<file path="config.mk">
export PLATFORM = sky130hd
export DESIGN_NAME = c_subset_tokenizer
export DESIGN_NICKNAME = d
export VERILOG_FILES = /design/src/rtl/core/ctok_pkg.sv /design/src/rtl/core/c_subset_tokenizer.sv /design/src/rtl/core/ctok_scan.sv /design/src/rtl/core/ctok_oq.sv
export VERILOG_INCLUDE_DIRS = /design/src /design/src/rtl/core
export SDC_FILE = /design/constraint.sdc
export NUM_CORES = 2
export LEC_CHECK = 0
export BUFFER_PORTS_ARGS = -buffer_cell sky130_fd_sc_hd__buf_2
export CAP_MARGIN = 25
export CORE_UTILIZATION = 59
export CTS_BUF_LIST = sky130_fd_sc_hd__clkbuf_4
export DETAILED_ROUTE_END_ITERATION = 6
export PLACE_DENSITY_LB_ADDON = 0.1
export SLEW_MARGIN = 15
export SYNTH_ARGS = -nofsm -noshare
export SYNTH_HDL_FRONTEND = slang
export SYNTH_HIERARCHICAL = 1
export SYNTH_SLANG_ARGS = --single-unit
</file>
<file path="constraint.sdc">
create_clock -name clk -period 12.95 [get_ports clk]
set_clock_uncertainty 0.2 [all_clocks]
set_input_delay 0.6475 -clock clk [delete_from_list [all_inputs] [get_ports clk]]
set_output_delay 0.6475 -clock clk [all_outputs]
set_load 0.01 [all_outputs]
</file>
<file path="src/rtl/core/assert_macros.svh">
// Assertion macros shared by the tokenizer modules.
`ifndef ASSERT_MACROS_SVH
`define ASSERT_MACROS_SVH

// Property checked at every rising edge outside reset.
`define ASSERT_AT_CLK(lbl, clk, rst_n, prop, msg) \
  lbl: assert property (@(posedge clk) disable iff (!rst_n) prop) \
    else $error(msg);

// Expression that must never be true outside reset.
`define ASSERT_NEVER(lbl, clk, rst_n, expr, msg) \
  lbl: assert property (@(posedge clk) disable iff (!rst_n) !(expr)) \
    else $error(msg);

`endif

</file>
<file path="src/rtl/core/ctok_pkg.sv">
// Types, token codes and keyword table of the C subset tokenizer.
package ctok_pkg;

  typedef struct packed {
    logic [7:0] ch;
    logic       is_end;
  } ctok_in_t;

  typedef struct packed {
    logic [3:0]  token_kind;
    logic [2:0]  keyword_index;
    logic [15:0] token_row;
    logic [15:0] token_col;
    logic [15:0] token_length;
    logic [63:0] token_head;
    logic        last;
  } ctok_out_t;

  // Up to two results leave the scanner per byte, first one in the first slot.
  typedef struct packed {
    logic [1:0] cnt;
    ctok_out_t  first;
    ctok_out_t  second;
  } ctok_push_t;

  typedef struct packed {
    logic       hit;
    logic [2:0] idx;
  } ctok_kw_t;

  localparam logic [3:0] KIND_IDENT   = 4'd0;
  localparam logic [3:0] KIND_KEYWORD = 4'd1;
  localparam logic [3:0] KIND_LPAREN  = 4'd2;
  localparam logic [3:0] KIND_RPAREN  = 4'd3;
  localparam logic [3:0] KIND_LBRACE  = 4'd4;
  localparam logic [3:0] KIND_RBRACE  = 4'd5;
  localparam logic [3:0] KIND_COMMA   = 4'd6;
  localparam logic [3:0] KIND_ASSIGN  = 4'd7;
  localparam logic [3:0] KIND_SEMI    = 4'd8;
  localparam logic [3:0] KIND_STRING  = 4'd9;

  localparam logic [15:0] SAT16 = 16'hFFFF;

  // Result queue depth; must be a power of two.
  localparam int OQ_DEPTH = 8;
  localparam int OQ_PTR_W = $clog2(OQ_DEPTH);
  localparam int OQ_CNT_W = OQ_PTR_W + 1;

  localparam int KW_NUM = 5;
  // Keyword text packed first byte lowest: int, main, printf, char, return.
  localparam logic [63:0] KW_TEXT [KW_NUM] = '{
    64'h0000_0000_0074_6E69,
    64'h0000_0000_6E69_616D,
    64'h0000_6674_6E69_7270,
    64'h0000_0000_7261_6863,
    64'h0000_6E72_7574_6572
  };
  localparam logic [15:0] KW_LEN [KW_NUM] = '{16'd3, 16'd4, 16'd6, 16'd4, 16'd6};

  // Bytes above the lexeme length are always zero, so a whole-word compare suffices.
  function automatic ctok_kw_t kw_lookup(input logic [63:0] head, input logic [15:0] len);
    ctok_kw_t res;
    res = '0;
    for (int k = KW_NUM - 1; k >= 0; k--) begin
      if (len == KW_LEN[k] && head == KW_TEXT[k]) begin
        res.hit = 1'b1;
        res.idx = 3'(k);
      end
    end
    return res;
  endfunction

endpackage

</file>
<file path="src/rtl/core/c_subset_tokenizer.sv">
// Top level of the C subset tokenizer: input register, scanner and result queue.
//
//   channel  direction  payload                 handshake
//   in_      in         ctok_in_t  (ch, is_end)  in_valid / in_stall
//   out_     out        ctok_out_t (one token)   out_valid / out_stall
//
// One source byte is taken per cycle while in_stall is low. An accepted byte is
// held in the input register, the scanner writes its tokens into the result
// queue memory, and the queue moves its oldest token into its output register,
// from which it is taken when out_stall is low.
// A byte that ends an identifier and is itself a token gives two tokens, and the
// queue takes both at once; the output gives one token per cycle unless stalled.
// in_stall rises only when the queue could not take two more tokens for each
// byte in flight, which happens when the output side has been stalled.
// Reset (rst_n low, synchronous) empties the queue and returns the scanner to
// normal scanning at row 1, column 1; no clearing pass is needed.
//
// Token position counters and lexeme length saturate at 65535; the head keeps
// the first HEAD_BYTES bytes of a lexeme.
module c_subset_tokenizer #(
  parameter int HEAD_BYTES = 8
) (
  input  logic                clk,
  input  logic                rst_n,
  input  logic                in_valid,
  output logic                in_stall,
  input  ctok_pkg::ctok_in_t  in_data,
  output logic                out_valid,
  input  logic                out_stall,
  output ctok_pkg::ctok_out_t out_data
);

  localparam int FILL_W = ctok_pkg::OQ_CNT_W + 1;

  logic                          inq_valid_r, inq_valid_nxt;
  ctok_pkg::ctok_in_t            inq_r;
  ctok_pkg::ctok_push_t          push;
  logic [ctok_pkg::OQ_CNT_W-1:0] oq_cnt;
  logic [FILL_W-1:0]             fill;
  logic                          in_take;
  logic                          pop;

  // Worst case the pending byte adds two tokens; a new byte must still find
  // room for its own two afterwards.
  assign fill     = {1'b0, oq_cnt} + (inq_valid_r ? FILL_W'(2) : FILL_W'(0));
  assign in_stall = fill > FILL_W'(ctok_pkg::OQ_DEPTH - 2);
  assign in_take  = in_valid && !in_stall;
  assign inq_valid_nxt = in_take;

  always_ff @(posedge clk) begin
    if (!rst_n) begin
      inq_valid_r <= 1'b0;
    end else begin
      inq_valid_r <= inq_valid_nxt;
    end
  end

  // The payload register loads only on a transaction.
  always_ff @(posedge clk) begin
    if (in_take) inq_r <= in_data;
  end

  ctok_scan #(
    .HEAD_BYTES (HEAD_BYTES)
  ) u_scan (
    .clk        (clk),
    .rst_n      (rst_n),
    .item_valid (inq_valid_r),
    .item       (inq_r),
    .push       (push)
  );

  assign pop = out_valid && !out_stall;

  ctok_oq u_oq (
    .clk        (clk),
    .rst_n      (rst_n),
    .push       (push),
    .pop        (pop),
    .head       (out_data),
    .head_valid (out_valid),
    .cnt        (oq_cnt)
  );

endmodule

</file>
<file path="src/rtl/core/ctok_scan.sv">
// Scanner: lexer state registers and the per-byte next-state and result logic.
`include "assert_macros.svh"

module ctok_scan #(
  parameter int HEAD_BYTES = 8
) (
  input  logic               clk,
  input  logic               rst_n,
  input  logic               item_valid,
  input  ctok_pkg::ctok_in_t item,
  output ctok_pkg::ctok_push_t push
);

  localparam logic [2:0] M_NORMAL = 3'd0;
  localparam logic [2:0] M_IDENT  = 3'd1;
  localparam logic [2:0] M_HASH   = 3'd2;
  localparam logic [2:0] M_SLASH  = 3'd3;
  localparam logic [2:0] M_LINE   = 3'd4;
  localparam logic [2:0] M_BLOCK  = 3'd5;
  localparam logic [2:0] M_STAR   = 3'd6;
  localparam logic [2:0] M_STRING = 3'd7;

  localparam logic [7:0] CH_LF     = 8'h0A;
  localparam logic [7:0] CH_QUOTE  = 8'h22;
  localparam logic [7:0] CH_HASH   = 8'h23;
  localparam logic [7:0] CH_LPAREN = 8'h28;
  localparam logic [7:0] CH_RPAREN = 8'h29;
  localparam logic [7:0] CH_STAR   = 8'h2A;
  localparam logic [7:0] CH_COMMA  = 8'h2C;
  localparam logic [7:0] CH_SLASH  = 8'h2F;
  localparam logic [7:0] CH_SEMI   = 8'h3B;
  localparam logic [7:0] CH_EQ     = 8'h3D;
  localparam logic [7:0] CH_LBRACE = 8'h7B;
  localparam logic [7:0] CH_RBRACE = 8'h7D;

  logic [2:0]  mode_r, mode_nxt;
  logic [63:0] head_r, head_nxt;
  logic [15:0] len_r, len_nxt;
  logic [15:0] line_r, line_nxt;
  logic [15:0] col_r, col_nxt;
  logic [15:0] srow_r, srow_nxt;
  logic [15:0] scol_r, scol_nxt;

  logic [7:0]  c;
  logic        alpha;
  logic [2:0]  nrm_mode;
  logic        nrm_begin;
  logic        nrm_tok;
  logic [3:0]  nrm_kind;
  logic [63:0] app_head;
  logic [15:0] app_len;
  ctok_pkg::ctok_kw_t  kw;
  ctok_pkg::ctok_out_t id_res;
  ctok_pkg::ctok_out_t tok_res;
  ctok_pkg::ctok_out_t r0, r1;
  logic        r0_v, r1_v;
  logic        use_normal;

  assign c     = item.ch;
  assign alpha = (c >= 8'h61 && c <= 8'h7A) || (c >= 8'h41 && c <= 8'h5A);

  // Decode of a byte met in normal scanning.
  always_comb begin
    nrm_mode  = M_NORMAL;
    nrm_begin = 1'b0;
    nrm_tok   = 1'b0;
    nrm_kind  = ctok_pkg::KIND_IDENT;
    case (c)
      CH_HASH:   nrm_mode = M_HASH;
      CH_SLASH:  nrm_mode = M_SLASH;
      CH_QUOTE: begin
        nrm_mode  = M_STRING;
        nrm_begin = 1'b1;
      end
      CH_LPAREN: begin nrm_tok = 1'b1; nrm_kind = ctok_pkg::KIND_LPAREN; end
      CH_RPAREN: begin nrm_tok = 1'b1; nrm_kind = ctok_pkg::KIND_RPAREN; end
      CH_LBRACE: begin nrm_tok = 1'b1; nrm_kind = ctok_pkg::KIND_LBRACE; end
      CH_RBRACE: begin nrm_tok = 1'b1; nrm_kind = ctok_pkg::KIND_RBRACE; end
      CH_COMMA:  begin nrm_tok = 1'b1; nrm_kind = ctok_pkg::KIND_COMMA; end
      CH_EQ:     begin nrm_tok = 1'b1; nrm_kind = ctok_pkg::KIND_ASSIGN; end
      CH_SEMI:   begin nrm_tok = 1'b1; nrm_kind = ctok_pkg::KIND_SEMI; end
      default: begin
        if (alpha) begin
          nrm_mode  = M_IDENT;
          nrm_begin = 1'b1;
        end
      end
    endcase
  end

  // Appending a byte: it lands in the head only while the head has room.
  always_comb begin
    app_head = head_r;
    for (int i = 0; i < 8; i++) begin
      if (i < HEAD_BYTES && len_r == 16'(i)) begin
        app_head[8*i +: 8] = c;
      end
    end
    app_len = (len_r != ctok_pkg::SAT16) ? len_r + 16'd1 : len_r;
  end

  always_comb begin
    kw = ctok_pkg::kw_lookup(head_r, len_r);
    id_res               = '0;
    id_res.token_kind    = kw.hit ? ctok_pkg::KIND_KEYWORD : ctok_pkg::KIND_IDENT;
    id_res.keyword_index = kw.hit ? kw.idx : 3'd0;
    id_res.token_row     = srow_r;
    id_res.token_col     = scol_r;
    id_res.token_length  = len_r;
    id_res.token_head    = head_r;

    tok_res              = '0;
    tok_res.token_kind   = nrm_kind;
    tok_res.token_row    = line_r;
    tok_res.token_col    = col_r;
    tok_res.token_length = 16'd1;
    tok_res.token_head   = {56'd0, c};
  end

  always_comb begin
    mode_nxt   = mode_r;
    head_nxt   = head_r;
    len_nxt    = len_r;
    line_nxt   = line_r;
    col_nxt    = col_r;
    srow_nxt   = srow_r;
    scol_nxt   = scol_r;
    r0         = '0;
    r1         = '0;
    r0_v       = 1'b0;
    r1_v       = 1'b0;
    use_normal = 1'b0;

    if (item_valid) begin
      if (item.is_end) begin
        if (mode_r == M_IDENT) begin
          r0   = id_res;
          r0_v = 1'b1;
        end
        mode_nxt = M_NORMAL;
        head_nxt = '0;
        len_nxt  = '0;
        line_nxt = 16'd1;
        col_nxt  = 16'd1;
        srow_nxt = '0;
        scol_nxt = '0;
      end else begin
        case (mode_r)
          M_IDENT: begin
            if (alpha) begin
              head_nxt = app_head;
              len_nxt  = app_len;
            end else begin
              r0         = id_res;
              r0_v       = 1'b1;
              use_normal = 1'b1;
            end
          end
          M_HASH, M_LINE: begin
            if (c == CH_LF) mode_nxt = M_NORMAL;
          end
          M_SLASH: begin
            if (c == CH_SLASH) mode_nxt = M_LINE;
            else if (c == CH_STAR) mode_nxt = M_BLOCK;
            else use_normal = 1'b1;
          end
          M_BLOCK: begin
            if (c == CH_STAR) mode_nxt = M_STAR;
          end
          M_STAR: begin
            if (c == CH_SLASH) mode_nxt = M_NORMAL;
            else if (c != CH_STAR) mode_nxt = M_BLOCK;
          end
          M_STRING: begin
            head_nxt = app_head;
            len_nxt  = app_len;
            if (c == CH_QUOTE) begin
              r0              = '0;
              r0.token_kind   = ctok_pkg::KIND_STRING;
              r0.token_row    = srow_r;
              r0.token_col    = scol_r;
              r0.token_length = app_len;
              r0.token_head   = app_head;
              r0_v            = 1'b1;
              mode_nxt        = M_NORMAL;
            end
          end
          default: use_normal = 1'b1;
        endcase

        if (use_normal) begin
          mode_nxt = nrm_mode;
          if (nrm_begin) begin
            head_nxt = {56'd0, c};
            len_nxt  = 16'd1;
            srow_nxt = line_r;
            scol_nxt = col_r;
          end
          if (nrm_tok) begin
            if (r0_v) begin
              r1   = tok_res;
              r1_v = 1'b1;
            end else begin
              r0   = tok_res;
              r0_v = 1'b1;
            end
          end
        end

        if (c == CH_LF) begin
          if (line_r != ctok_pkg::SAT16) line_nxt = line_r + 16'd1;
          col_nxt = 16'd1;
        end else if (col_r != ctok_pkg::SAT16) begin
          col_nxt = col_r + 16'd1;
        end
      end
    end
  end

  always_comb begin
    push             = '0;
    push.cnt         = r1_v ? 2'd2 : (r0_v ? 2'd1 : 2'd0);
    push.first       = r0;
    push.first.last  = r0_v && !r1_v;
    push.second      = r1;
    push.second.last = r1_v;
  end

  always_ff @(posedge clk) begin
    if (!rst_n) begin
      mode_r <= M_NORMAL;
      head_r <= '0;
      len_r  <= '0;
      line_r <= 16'd1;
      col_r  <= 16'd1;
      srow_r <= '0;
      scol_r <= '0;
    end else begin
      mode_r <= mode_nxt;
      head_r <= head_nxt;
      len_r  <= len_nxt;
      line_r <= line_nxt;
      col_r  <= col_nxt;
      srow_r <= srow_nxt;
      scol_r <= scol_nxt;
    end
  end

  `ASSERT_AT_CLK(a_end_resets_position, clk, rst_n,
    (item_valid && item.is_end) |=> (line_r == 16'd1 && col_r == 16'd1),
    "end marker did not return the position to row 1, column 1")
  `ASSERT_AT_CLK(a_pair_starts_with_ident, clk, rst_n,
    (push.cnt == 2'd2) |-> (push.first.token_kind == ctok_pkg::KIND_IDENT ||
                            push.first.token_kind == ctok_pkg::KIND_KEYWORD),
    "two results from one byte without a flushed identifier first")

endmodule

</file>
<file path="src/rtl/core/ctok_oq.sv">
// Result queue: takes up to two tokens per cycle and presents one per cycle from a register while it is popped.
`include "assert_macros.svh"

module ctok_oq (
  input  logic                          clk,
  input  logic                          rst_n,
  input  ctok_pkg::ctok_push_t          push,
  input  logic                          pop,
  output ctok_pkg::ctok_out_t           head,
  output logic                          head_valid,
  output logic [ctok_pkg::OQ_CNT_W-1:0] cnt
);

  ctok_pkg::ctok_out_t mem [ctok_pkg::OQ_DEPTH];

  logic [ctok_pkg::OQ_PTR_W-1:0] wr_ptr_r, wr_ptr_nxt;
  logic [ctok_pkg::OQ_PTR_W-1:0] rd_ptr_r, rd_ptr_nxt;
  logic [ctok_pkg::OQ_CNT_W-1:0] cnt_r, cnt_nxt;
  logic [ctok_pkg::OQ_PTR_W-1:0] wr_ptr_p1;
  ctok_pkg::ctok_out_t           head_r;
  logic                          head_v_r, head_v_nxt;
  logic                          load;

  // The output register refills from the memory whenever it is empty or being emptied.
  assign load       = (cnt_r != '0) && (!head_v_r || pop);
  assign wr_ptr_p1  = wr_ptr_r + ctok_pkg::OQ_PTR_W'(1);
  assign wr_ptr_nxt = wr_ptr_r + ctok_pkg::OQ_PTR_W'(push.cnt);
  assign rd_ptr_nxt = rd_ptr_r + ctok_pkg::OQ_PTR_W'(load);
  assign cnt_nxt    = cnt_r + ctok_pkg::OQ_CNT_W'(push.cnt) - ctok_pkg::OQ_CNT_W'(load);
  assign head_v_nxt = load || (head_v_r && !pop);

  assign head       = head_r;
  assign head_valid = head_v_r;
  assign cnt        = cnt_r;

  always_ff @(posedge clk) begin
    if (push.cnt != 2'd0) mem[wr_ptr_r] <= push.first;
    if (push.cnt == 2'd2) mem[wr_ptr_p1] <= push.second;
    if (load) head_r <= mem[rd_ptr_r];
  end

  always_ff @(posedge clk) begin
    if (!rst_n) begin
      wr_ptr_r <= '0;
      rd_ptr_r <= '0;
      cnt_r    <= '0;
      head_v_r <= 1'b0;
    end else begin
      wr_ptr_r <= wr_ptr_nxt;
      rd_ptr_r <= rd_ptr_nxt;
      cnt_r    <= cnt_nxt;
      head_v_r <= head_v_nxt;
    end
  end

  `ASSERT_NEVER(a_oq_overflow, clk, rst_n,
    ({1'b0, cnt_r} + (ctok_pkg::OQ_CNT_W + 1)'(push.cnt)) >
      (ctok_pkg::OQ_CNT_W + 1)'(ctok_pkg::OQ_DEPTH),
    "result queue written beyond its depth")
  `ASSERT_NEVER(a_oq_pop_empty, clk, rst_n,
    pop && !head_v_r,
    "result taken while the output register was empty")

endmodule

</file>
# Word level (Yosys, flattened, before mapping)
# Memories as Yosys holds them, arrays and structs flattened. A register that Yosys moved wholly into a read port is not among the register bits.
# Cells that the tools add are included.
[word_totals]
ramBits = 960
wordCells = 202
mem_count = 1
out_inout_bits = 122
register_bits = 168
[classes]
eq_ne = 41
mux = 95
n_reduce_logical = 37
addsub = 9
magnitude_cmp = 5
[memory_table]
columns = ["memory", "depth", "word_bits", "rd", "rd_ports_with_merged_regs", "wr", "line_no", "text"]
rows = [
  ["u_oq.mem", 8, 120, 1, 1, 2, "ctok_oq.sv:14", "ctok_pkg::ctok_out_t mem [ctok_pkg::OQ_DEPTH];"],
]
[op_table]
columns = ["op", "n"]
rows = [
  ["120-bit 2-to-1 mux", 13],
  ["16-bit 2-to-1 mux", 17],
  ["64-bit 2-to-1 mux", 4],
  ["120-bit case mux with 2 select lines", 1],
  ["64-bit by 31-bit == test with 1-bit output, second input constant", 2],
  ["64-bit by 47-bit == test with 1-bit output, second input constant", 2],
  ["64-bit case mux with 2 select lines", 1],
  ["8-bit by 6-bit == test with 1-bit output, second input constant", 9],
  ["16-bit by 3-bit == test with 1-bit output, second input constant", 4],
  ["64-bit by 23-bit == test with 1-bit output, second input constant", 1],
  ["8-bit 2-to-1 mux", 8],
  ["16-bit by 1-bit adder with 16-bit output, second input constant", 3],
  ["16-bit != test, second input constant", 3],
  ["16-bit by 2-bit == test with 1-bit output, second input constant", 2],
  ["16-bit case mux with 2 select lines", 1],
  ["3-bit 2-to-1 mux", 10],
  ["4-bit case mux with 7 select lines", 1],
  ["1-bit 2-to-1 mux", 27],
  ["4-bit 2-to-1 mux", 5],
  ["16-bit by 1-bit == test with 1-bit output, second input constant", 1],
  ["8-bit by 7-bit == test with 1-bit output, second input constant", 2],
  ["8-bit by 7-bit >= comparator with 1-bit output, second input constant", 2],
  ["8-bit by 7-bit <= comparator with 1-bit output, second input constant", 2],
  ["16-bit zero test", 1],
  ["34 further kinds", 65],
]

# Depth between registers and ports, before layout
[logic_depth]
depth_word = 16
mapped_depth = 16
mapped_depth_nobuf = 12

# Modules after synthesis
# Netlist, hierarchy kept.
[modules_own_cells]
columns = ["mod", "area_each_um2", "n_inst", "cells_each"]
rows = [
  ["ctok_oq", 51585.7, 1, 2657],
  ["ctok_scan", 9395.3, 1, 1193],
  ["c_subset_tokenizer", 369.1, 1, 22],
]

# Least setup slack after synthesis
# Ideal clock, no wire load.
[synth_timing]
kind = "flip-flop to flip-flop"
startpoint = "register inq_r[3] in the netlist's numbering"
endpoint = "memory u_oq/mem[1][0] in the netlist's numbering (enable)"
slack_ns = 0.408
setup_ns = 0.776
required_time_ns = 11.974
path_buffers = 4
t_arrival_ns = 11.566
stages_incl_launch_ff = 13
period_less_slack_ns = 12.542
path_cell_list = "edfxtp_1 buf_2 or4_1 o21ai_2 o21ai_0 buf_2 buf_1 a21oi_1 nor3_1 nor3_1 buf_4 o21ai_0 o31ai_1"
[synth_lines]
columns = ["element", "line_no", "text"]
rows = [
  ["from (decl)", "c_subset_tokenizer.sv:36", "ctok_pkg::ctok_in_t inq_r;"],
  ["from (signal assigned)", "c_subset_tokenizer.sv:60", "if (in_take) inq_r <= in_data;"],
  ["to (decl)", "ctok_oq.sv:14", ""],
]

==> results.cfg <==
[run_status]
status = finished, final reports clean

[clock_tree]
htreeDepth = 5
path_clk_slew_ps = 60
cts_tree = done
cts_resized = 0
cts-root-buf = clkbuf_4
cts_buffer_depth = 4
cts_buffers = 341
clkLatencyLatePin_ps = 1200
numClockSinks = 1248

[floorplan]
num_rows = 117
die_x_um = 324
die_area_um2 = 105000
core_area_um2 = 102000
start_util_pct = 59.9
die_h_um = 324
ios = 135

[power]
p_int_mw = 7.28
p_sw_mw = 2.63
power.clock.fraction_pct = 34.8
p_per_area_nw_per_um2 = 147
leakagePower_nw = 24.6
ir_drop_mv = 0.117
p_comb_share_pct = 16.5
p_sw_share_pct = 26.5
power_frac_seq_pct = 48.7
finalPower_mw = 9.91

[yosys]
yosys-top-cells-count = edfxtp_1, mux2_2, mux4_2, dfxtp_1, buf_2
netlist_top_cells_area = edfxtp_1, mux2_2, mux4_2
synth_warnings = 6
synth_top_area_share_pct = 53.3
synthCells = 3872
async_reset_ff_share_pct = 0
yosysMostFrequentCell = edfxtp_1
synth_area_um2 = 61400
yosys.cell_types.count = 86
synth_area_leader_cell = edfxtp_1
ys_ff_latch = 1248
synth-edff-count = 1089
avgSynthCellArea_um2 = 15.8
synth_flop_cell = edfxtp_1
seq_area_frac_synth_pct = 58.5

[timing]
hold_violations = 0
relSlewSlack_pct = 24.3
fin_crit_ps = 6550
timing.final.ws_setup_ps = 6400
whs_ps = 108
period_share_pct = 50.6
clock.fmax_ghz = 0.153
slew_violations = 0
setup_violations = 0
rsz0062_at_grt = false
finalSetupTns_ps = 0
worst_slew_pin_slew_ps = 1130

[global_routing]
track_usage_pct = 30.7
grt-ovfl-total = 0
first_global_vias = 38900
antenna_found_initial = 2
grt_pass1_wl_um = 243000
grt_max_degree = 121

[routing]
drc = 0
ant_nets = 0
drtIter0Drc = 3314
routed_wl_um = 161000
dr.pass1.iters = 5
wire_per_inst_um = 27.9
dr_total_vias = 36900
via_per_inst = 6.37

[cells_and_area]
nNetsFinal = 4220
drive_above_1_share_pct = 46.1
area_delta_synth_final_pct = 10.1
fin_area_um2 = 67600
fin_cells = 5786
fillers = 7338
utilization_pct = 65.9

[critical_path]
crit_required_ps = 13510
cp-end-kind = flop
criticalPathCategory = reg -> reg
cp.arrival_ps = 7110
start_kind = flop
path_max_fanout = 60

[place]
hpwl_um = 94800
place.gp.congestion = 0.918
placed_cell_area_um2 = 63000
post-place-ws_ps = 6500
dp.cells = 5183
portBuffers = 134

[job]
drv_cap = 0

[hold_path]
hold_class = in -> reg
cell type report:
type	count	area, um2	share of cell area (%)
Timing Repair Buffer	238	1670	2.47
Tap cell	1368	1710	2.53
Clock buffer	521	3910	5.79
Inverter	30	113	0.167
Sequential cell	1248	35900	53.1
Multi-Input combinational cell	2328	24000	35.5
Antenna cell	3	7.51	0.0111
Clock inverter	50	280	0.415
per-layer routing:
metal	global-route usage [%]	wire, um	vias up
met2	50.5	79500	1440
met3	5.68	10500	260
met5	0	13	-
met1	41.5	67700	19100
li1	-	-	16100
met4	10.0	3710	2
path summary, 6_finish.rpt:
kind | start | slack (ps) | depth (start not counted) | end
max reg2reg | inq_r[6] | 6400 | 11 | u_oq/mem[1][63]
max | inq_r[6] | 6400 | 11 | u_oq/mem[1][63]
min reg2reg | u_scan/scol_r[4] | 280 | 1 | u_scan/scol_r[4]
min | in_data[3] | 110 | 2 | inq_r[3]
worst max-delay path, stage by stage, from the launching register on:
cell	delay, ps
edfxtp_1	820
or3b_4	540
or3_1	350
a21oi_2	170
o21ai_2	180
nor3_4	260
buf_4	540
nor4b_1	850
nand2_4	490
o31ai_4	170
buf_4	530
buf_4	870
cells in the final DEF, fill, tap and decap left out, drive strengths merged, types with 22 or more instances in the layout:
cell type    instances
mux4               240
nand4               27
dlygate4sd3         22
a21oi               70
xor2                24
dfxtp              159
mux2              1080
nor3                40
edfxtp            1089
clkinv              39
nor2               123
a22o               116
nor4                29
nand2               96
o21ai               54
and2                92
conb                75
clkbuf             522
buf                215
inv                 35
nand3               45
power groups by stage:
stage | Clock (mW) | Sequential, mW | Combinational [mW]
CTS | 3.53 | 4.83 | 1.65
global route | 3.76 | 4.85 | 1.74
global placement | 0 | 4.91 | 1.62
detailed placement | 0 | 4.91 | 1.63
finish | 3.45 | 4.82 | 1.64
floorplan | 0 | 4.99 | 1.03
state kept, by name, indices dropped and copies added (netlist names):
| signal | cells |
|---|---|
| u_scan/srow_r | 16 |
| u_oq/mem | 960 |
| u_scan/mode_r | 3 |
| u_scan/len_r | 16 |
| u_scan/col_r | 16 |
| u_oq/rd_ptr_r | 3 |
| u_oq/head_valid | 1 |
| u_oq/head | 120 |
| u_scan/line_r | 16 |
| inq_valid_r | 1 |
| inq_r | 9 |
| u_scan/scol_r | 16 |
| u_oq/wr_ptr_r | 3 |
| u_scan/head_r | 64 |
| u_oq/cnt | 4 |
cells by family after synthesis:
group           share of synthesized area [%]
simple gates                             4.66
compound gates                           3.78
flops                                    58.5
mux                                      28.9
xor+xnor                                0.510
other cells                           0.00611
buf+inv                                  3.19
fa+ha+maj                               0.432
timing repair:
action	CTS	global route
buffers inserted	0	0
hold buffers	22	0
hold endpoints to repair	59	0
No activity file was read; power rests on OpenSTA's default activity.
